`src/sv/record_frame_deframer_xxh64_macros.svh`:
```
// Assertion helpers for the RTL sequencer.
`ifndef RECORD_FRAME_DEFRAMER_XXH64_MACROS_SVH
`define RECORD_FRAME_DEFRAMER_XXH64_MACROS_SVH

// same-cycle implication
`define RFDX_ASSERT_IMP(label, clk, rst, ante, cons) \
   label: assert property (@(posedge clk) disable iff (rst) (ante) |-> (cons)) \
      else $error("rfdx check failed");

// next-cycle implication
`define RFDX_ASSERT_NXT(label, clk, rst, ante, cons) \
   label: assert property (@(posedge clk) disable iff (rst) (ante) |=> (cons)) \
      else $error("rfdx check failed");

`endif

```
`src/sv/rfdx_pkg.sv`:
```
package rfdx_pkg;

   localparam int SIZE_BITS_DEF = 31;

   localparam logic [63:0] MAGIC_WORD = 64'h24434552454E4F5E;
   localparam logic [63:0] PR1 = 64'h9E3779B185EBCA87;
   localparam logic [63:0] PR2 = 64'hC2B2AE3D27D4EB4F;
   localparam logic [63:0] PR3 = 64'h165667B19E3779F9;
   localparam logic [63:0] PR4 = 64'h85EBCA77C2B2AE63;
   localparam logic [63:0] PR5 = 64'h27D4EB2F165667C5;

   localparam logic [63:0] ACC_INIT0 = PR1 + PR2;
   localparam logic [63:0] ACC_INIT1 = PR2;
   localparam logic [63:0] ACC_INIT2 = 64'd0;
   localparam logic [63:0] ACC_INIT3 = 64'd0 - PR1;

   localparam logic [1:0] KIND_DATA   = 2'd0;
   localparam logic [1:0] KIND_ACCEPT = 2'd1;
   localparam logic [1:0] KIND_REJECT = 2'd2;
   localparam logic [1:0] KIND_FINISH = 2'd3;

   localparam logic [2:0] ERR_NONE  = 3'd0;
   localparam logic [2:0] ERR_MAGIC = 3'd1;
   localparam logic [2:0] ERR_RSV   = 3'd2;
   localparam logic [2:0] ERR_SIZE  = 3'd3;
   localparam logic [2:0] ERR_HDIG  = 3'd4;
   localparam logic [2:0] ERR_PDIG  = 3'd5;
   localparam logic [2:0] ERR_TRUNC = 3'd6;

   localparam logic CSR_MAX_FRAMES       = 1'b0;
   localparam logic CSR_FRAMES_PER_BATCH = 1'b1;

   typedef enum logic [5:0] {
      PH_MAGIC = 6'b000001,
      PH_SIZE  = 6'b000010,
      PH_HDIG  = 6'b000100,
      PH_BODY  = 6'b001000,
      PH_PDIG  = 6'b010000,
      PH_HALT  = 6'b100000
   } phase_type;

   typedef struct packed {
      logic [63:0] word;
      logic        last;
      logic        magic_ok;
      logic        rsv_ok;
      logic        size_ok;
   } item_type;

   function automatic logic [63:0] rotl64(input logic [63:0] x, input int r);
      return (x << r) | (x >> (64 - r));
   endfunction

   function automatic logic [63:0] bswap64(input logic [63:0] x);
      logic [63:0] r;
      for (int i = 0; i < 8; i++) r[8*i +: 8] = x[8*(7-i) +: 8];
      return r;
   endfunction

   // elaboration-time only
   function automatic logic [63:0] hdr_seed();
      logic [63:0] k;
      logic [63:0] h;
      k = rotl64(MAGIC_WORD * PR2, 31) * PR1;
      h = (PR5 + 64'd16) ^ k;
      return rotl64(h, 27) * PR1 + PR4;
   endfunction

   localparam logic [63:0] HDR_SEED = hdr_seed();

endpackage

```
`src/sv/rfdx_front.sv`:
```
// Takes stream words, tags header checks, and queues them for the back end.
module rfdx_front import rfdx_pkg::*; #(
   parameter int SIZE_BITS = SIZE_BITS_DEF
) (
   input  logic        clock,
   input  logic        reset,
   input  logic        req_tvalid,
   output logic        req_tready,
   input  logic [63:0] req_tdata,
   input  logic        req_tuser,
   input  logic        pop,
   output logic        head_valid,
   output item_type    head
);
   item_type   q_ff [2];
   logic       wp_ff, wp_in, rp_ff, rp_in;
   logic [1:0] cnt_ff, cnt_in;
   logic       push;
   item_type   item;

   always_comb begin
      item.word = req_tdata;
      item.last = req_tuser;
      item.magic_ok = (req_tdata == MAGIC_WORD);
      item.rsv_ok = (req_tdata[31:0] == 32'd0);
      item.size_ok = ((req_tdata[63:32] >> SIZE_BITS) == 32'd0);
      req_tready = (cnt_ff != 2'd2);
      push = req_tvalid && req_tready;
      head_valid = (cnt_ff != 2'd0);
      head = q_ff[rp_ff];
      wp_in = wp_ff ^ push;
      rp_in = rp_ff ^ pop;
      cnt_in = cnt_ff + {1'b0, push} - {1'b0, pop};
   end

   always_ff @(posedge clock) begin
      if (push) q_ff[wp_ff] <= item;
      if (reset) begin
         wp_ff <= 1'b0;
         rp_ff <= 1'b0;
         cnt_ff <= 2'd0;
      end else begin
         wp_ff <= wp_in;
         rp_ff <= rp_in;
         cnt_ff <= cnt_in;
      end
   end
endmodule

```
`config.mk`:
```
export PLATFORM = sky130hd
export DESIGN_NAME = rfdx_front
export DESIGN_NICKNAME = d
export VERILOG_FILES = /design/src/sv/record_frame_deframer_xxh64_macros.svh /design/src/sv/rfdx_pkg.sv /design/src/sv/rfdx_front.sv
export SDC_FILE = /design/constraint.sdc
export NUM_CORES = 1
export LEC_CHECK = 0
export ABC_AREA = 0
export BUFFER_PORTS_ARGS = -buffer_cell sky130_fd_sc_hd__buf_4
export CAP_MARGIN = 20
export CORE_MARGIN = 2
export CORE_UTILIZATION = 56
export CTS_CLUSTER_DIAMETER = 40
export DETAILED_ROUTE_END_ITERATION = 6
export PLACE_DENSITY = 0.84
export SYNTH_ARGS = -nofsm -noshare
export SYNTH_HDL_FRONTEND = slang
export SYNTH_SLANG_ARGS = --single-unit
```
`constraint.sdc`:
```
create_clock -name clock -period 7.1 [get_ports clock]
set_input_delay 0.71 -clock clock [delete_from_list [all_inputs] [get_ports clock]]
set_output_delay 0.71 -clock clock [all_outputs]
set_load 0.005 [all_outputs]
```
==> results.txt <==
Gates resized during post-CTS repair numbered 0. The diode insertion count for antenna repair came out at 0. The maximum resistive drop on vdd is about 240 µV. The clock skew came out at around 7.4 ps.

The clock transition time at the flip-flop clock pins of the worst setup and hold paths is ~60 ps. The iteration count of the initial detailed-routing pass is 6. The placed wire-length estimate after detailed placement is around 6.7 mm. The relative slew slack is 0.366. The die is approximately 100 µm wide. The endpoint required time on the critical path is 6390 ps.

The initial utilization of the core area, before any placement, comes to 0.577. The number of nets handed over by synthesis was approximately 340. The pin count of the biggest net entering global routing is 70. The die is between 100 and 150 µm tall.

The library cells used most frequently in the layout, excluding fill and tap cells, are sky130_fd_sc_hd__buf_4, sky130_fd_sc_hd__edfxtp_1, sky130_fd_sc_hd__mux2_2, sky130_fd_sc_hd__clkbuf_16, sky130_fd_sc_hd__nand4_1. The number of fill cells is a little over 500. A synthesized cell averages between 20 and 25 µm². The row count is 35. The via count normalized by instance count came out at 5.54. Of the total power, registers draw 0.465. The sequential share of the synthesized area is 0.785. The clock insertion delay at the later pin of the skew report is around 500 ps. Counting along the longest clock path gives a buffer depth of 2.

The period utilization is 0.395. The mapped netlist covers 5310 µm². The count of hold buffers inserted by post-cts repair came out at 0.

The number of warnings issued by yosys is 0. The share of total power dissipated in the clock network is 0.403. The flop and latch count out of synthesis came out at between 100 and 150.

The maximum achievable frequency is 357 MHz. The final count of pins violating max slew was 0. The ratio of cells with drive above 1 in the final layout came out at 0.572. The cell family contributing the most delay on the critical path is flip-flops. Setup repair after global routing left no endpoint under its margin. The slowest cell on the critical path is sky130_fd_sc_hd__dfxtp_4.

The switching power total came out at roughly 0.5 mW. The peak per-stage delay on the critical path came out at about 950 ps. The sum of internal, switching and leakage power is between 2 and 2.5 mW.

STA puts the critical path data arrival time at ~2100 ps. The flow ran to the end, and the final reports show no timing, DRC or antenna violations. The number of maximum-capacitance violations came out at 0. The CTS tree is yes. The number of failing setup endpoints in the final timing report is 0. The final routed wirelength across all metal layers is between 10 and 15 mm.

STA classifies the critical path endpoint as a primary output. The most common library cell in the layout ignoring fill and taps is sky130_fd_sc_hd__buf_4. The static leakage is roughly 2.6 nW. The initial antenna violation count came to 0. The via count of the first global-routing pass came out at 3003. The die area came out at roughly 10000 µm². The internal power of the cells came out at roughly 1.8 mW. The critical path is of the register to primary output type. The share of total power dissipated in combinational logic is 0.132. The area taken by multi-input logic gates came out at approximately 1100 µm². The violation count after the first detailed-route iteration came out at 120.

The tightest min-delay check is of the input pin to register type. For this design, the sink count on the clock tree is 140. The number of hold violations in the final report is 0. In this run the post-CTS setup repair buffer count came out at 0.

The total area inside the core boundary comes to around 9200 µm². Dividing total power by cell area gives a power density of 319 nW/µm². At the end of the flow the core is filled with cells to 0.771. The fraction of power spent switching nets is 0.219. The residual antenna-violating net count after detailed routing came out at 0. The area of all sequential standard cells came out at roughly 4200 µm². The buffer and inverter count on the worst path came out at 1. The overall routing resource usage is 0.208. The clock period minus worst slack is about 2800 ps. The summed negative setup slack over all endpoints is 0 ps.

The root buffer cell chosen for the clock tree is sky130_fd_sc_hd__clkbuf_8. The number of buffer cells added on primary ports is 138. The deepest level of the CTS H-tree is 4.

The via count of the routed design came out at between 2000 and 3000. The number of distinct library cells after synthesis came out at 25. The average wire length per cell after detail routing came out at between 15 and 20 µm. The number of top-level design ports came out at between 100 and 150. After the last flow step, the layout net total stands at a little under 500.

The area growth from synthesis to layout is 33.5%. The critical path goes through mux2_2 > buf_4. The cell count after synthesis came out at 265.

In this run, CTS created clock tree buffers numbering 17. The weighted congestion at the end of routability-driven global placement came out at around 0.74. Along the worst path, the maximum fanout reaches just under 70. The global-route wire length before repair came out at about 16 mm. STA classifies the critical path startpoint as a register.

The slew at the pin closest to its max-slew limit is ~950 ps. After detailed routing, the number of remaining DRC violations is 0. The overflow left after global routing came out at 0.
[area by class of cell]
| cell class | instances | share of cell area |
|---|---|---|
| sequential | 140 | 0.588 |
| tap | 111 | 0.0196 |
| clock inverter | 13 | 0.0263 |
| timing repair buffer | 139 | 0.147 |
| clock buffer | 19 | 0.0609 |
| inverter | 3 | 0.00159 |
| multi-input combinational | 114 | 0.156 |
[state kept, by name, summed over array words and instances (netlist names)]
name	flops
q_ff	136
cnt_ff	2
rp_ff	1
wp_ff	1
[per-stage QoR]
stage                     worst slack, ps  cells  cell area (µm²)  hold WS, ps
after global routing                 4190    539             7090          360
final                                4300    539             7090          375
after CTS                            4280    539             7090          349
after global placement               4850    507             6470          581
after floorplan                      2940    265             5310          534
after detailed placement             4830    507             6470          595
[power groups by stage]
stage          clock network, mW  registers, mW  logic, mW
6_report                   0.910           1.05      0.299
3_3_place_gp                   0           1.06      0.296
4_1_cts                    0.921           1.05      0.303
2_1_floorplan                  0           1.05      0.145
3_5_place_dp                   0           1.07      0.300
5_1_grt                    0.955           1.06      0.322
[path summary, 6_finish.rpt]
kind	startpoint	end	slack, ps	cells past startpoint
worst min register to register	cnt_ff[0]	cnt_ff[0]	620	2
worst min-delay path	reset	rp_ff	380	2
worst max-delay path	rp_ff	head[65]	4300	2
worst max register to register	cnt_ff[0]	q_ff[0][18]	5140	4
[metal layers]
metal	up-vias	wire [µm]	GRT usage
met5	-	0	0
met2	103	5530	0.351
li1	1367	-	-
met4	0	182	0.0863
met1	1496	4150	0.255
met3	19	540	0.0594
[cell usage after synthesis]
cell type,count,area (µm²)
sky130_fd_sc_hd__nor2b_1,1,6.26
sky130_fd_sc_hd__nand3_1,1,5.00
sky130_fd_sc_hd__nor4b_1,4,35.0
sky130_fd_sc_hd__and3_1,2,12.5
sky130_fd_sc_hd__nor4_1,4,25.0
sky130_fd_sc_hd__dfxtp_1,4,80.1
sky130_fd_sc_hd__nor2_1,5,18.8
sky130_fd_sc_hd__buf_2,6,30.0
sky130_fd_sc_hd__nor4bb_1,2,20.0
sky130_fd_sc_hd__nand4_1,7,43.8
sky130_fd_sc_hd__xnor2_1,2,17.5
sky130_fd_sc_hd__ha_1,2,25.0
sky130_fd_sc_hd__or3_1,1,6.26
sky130_fd_sc_hd__nand2b_1,1,6.26
sky130_fd_sc_hd__inv_1,3,11.3
sky130_fd_sc_hd__edfxtp_1,136,4080
sky130_fd_sc_hd__nand2_1,2,7.51
sky130_fd_sc_hd__and4b_1,1,10.0
sky130_fd_sc_hd__nor3_1,5,25.0
sky130_fd_sc_hd__a21oi_1,1,5.00
sky130_fd_sc_hd__nor4_2,3,37.5
sky130_fd_sc_hd__xor2_1,1,8.76
sky130_fd_sc_hd__or2_2,1,6.26
sky130_fd_sc_hd__buf_4,2,15.0
sky130_fd_sc_hd__mux2_2,68,766
[cells by family after synthesis]
| kind of cell | after synthesis | share of synthesized area |
|---|---|---|
| AOI/OAI and AO/OA | 1 | 0.000942 |
| xor gates and xnor gates | 3 | 0.00495 |
| adders and majority gates | 2 | 0.00471 |
| buffers and inverters | 11 | 0.0106 |
| DFF | 140 | 0.785 |
| muxes | 68 | 0.144 |
| and+or+nand+nor | 40 | 0.0500 |
(Power assumes the default switching activity.)
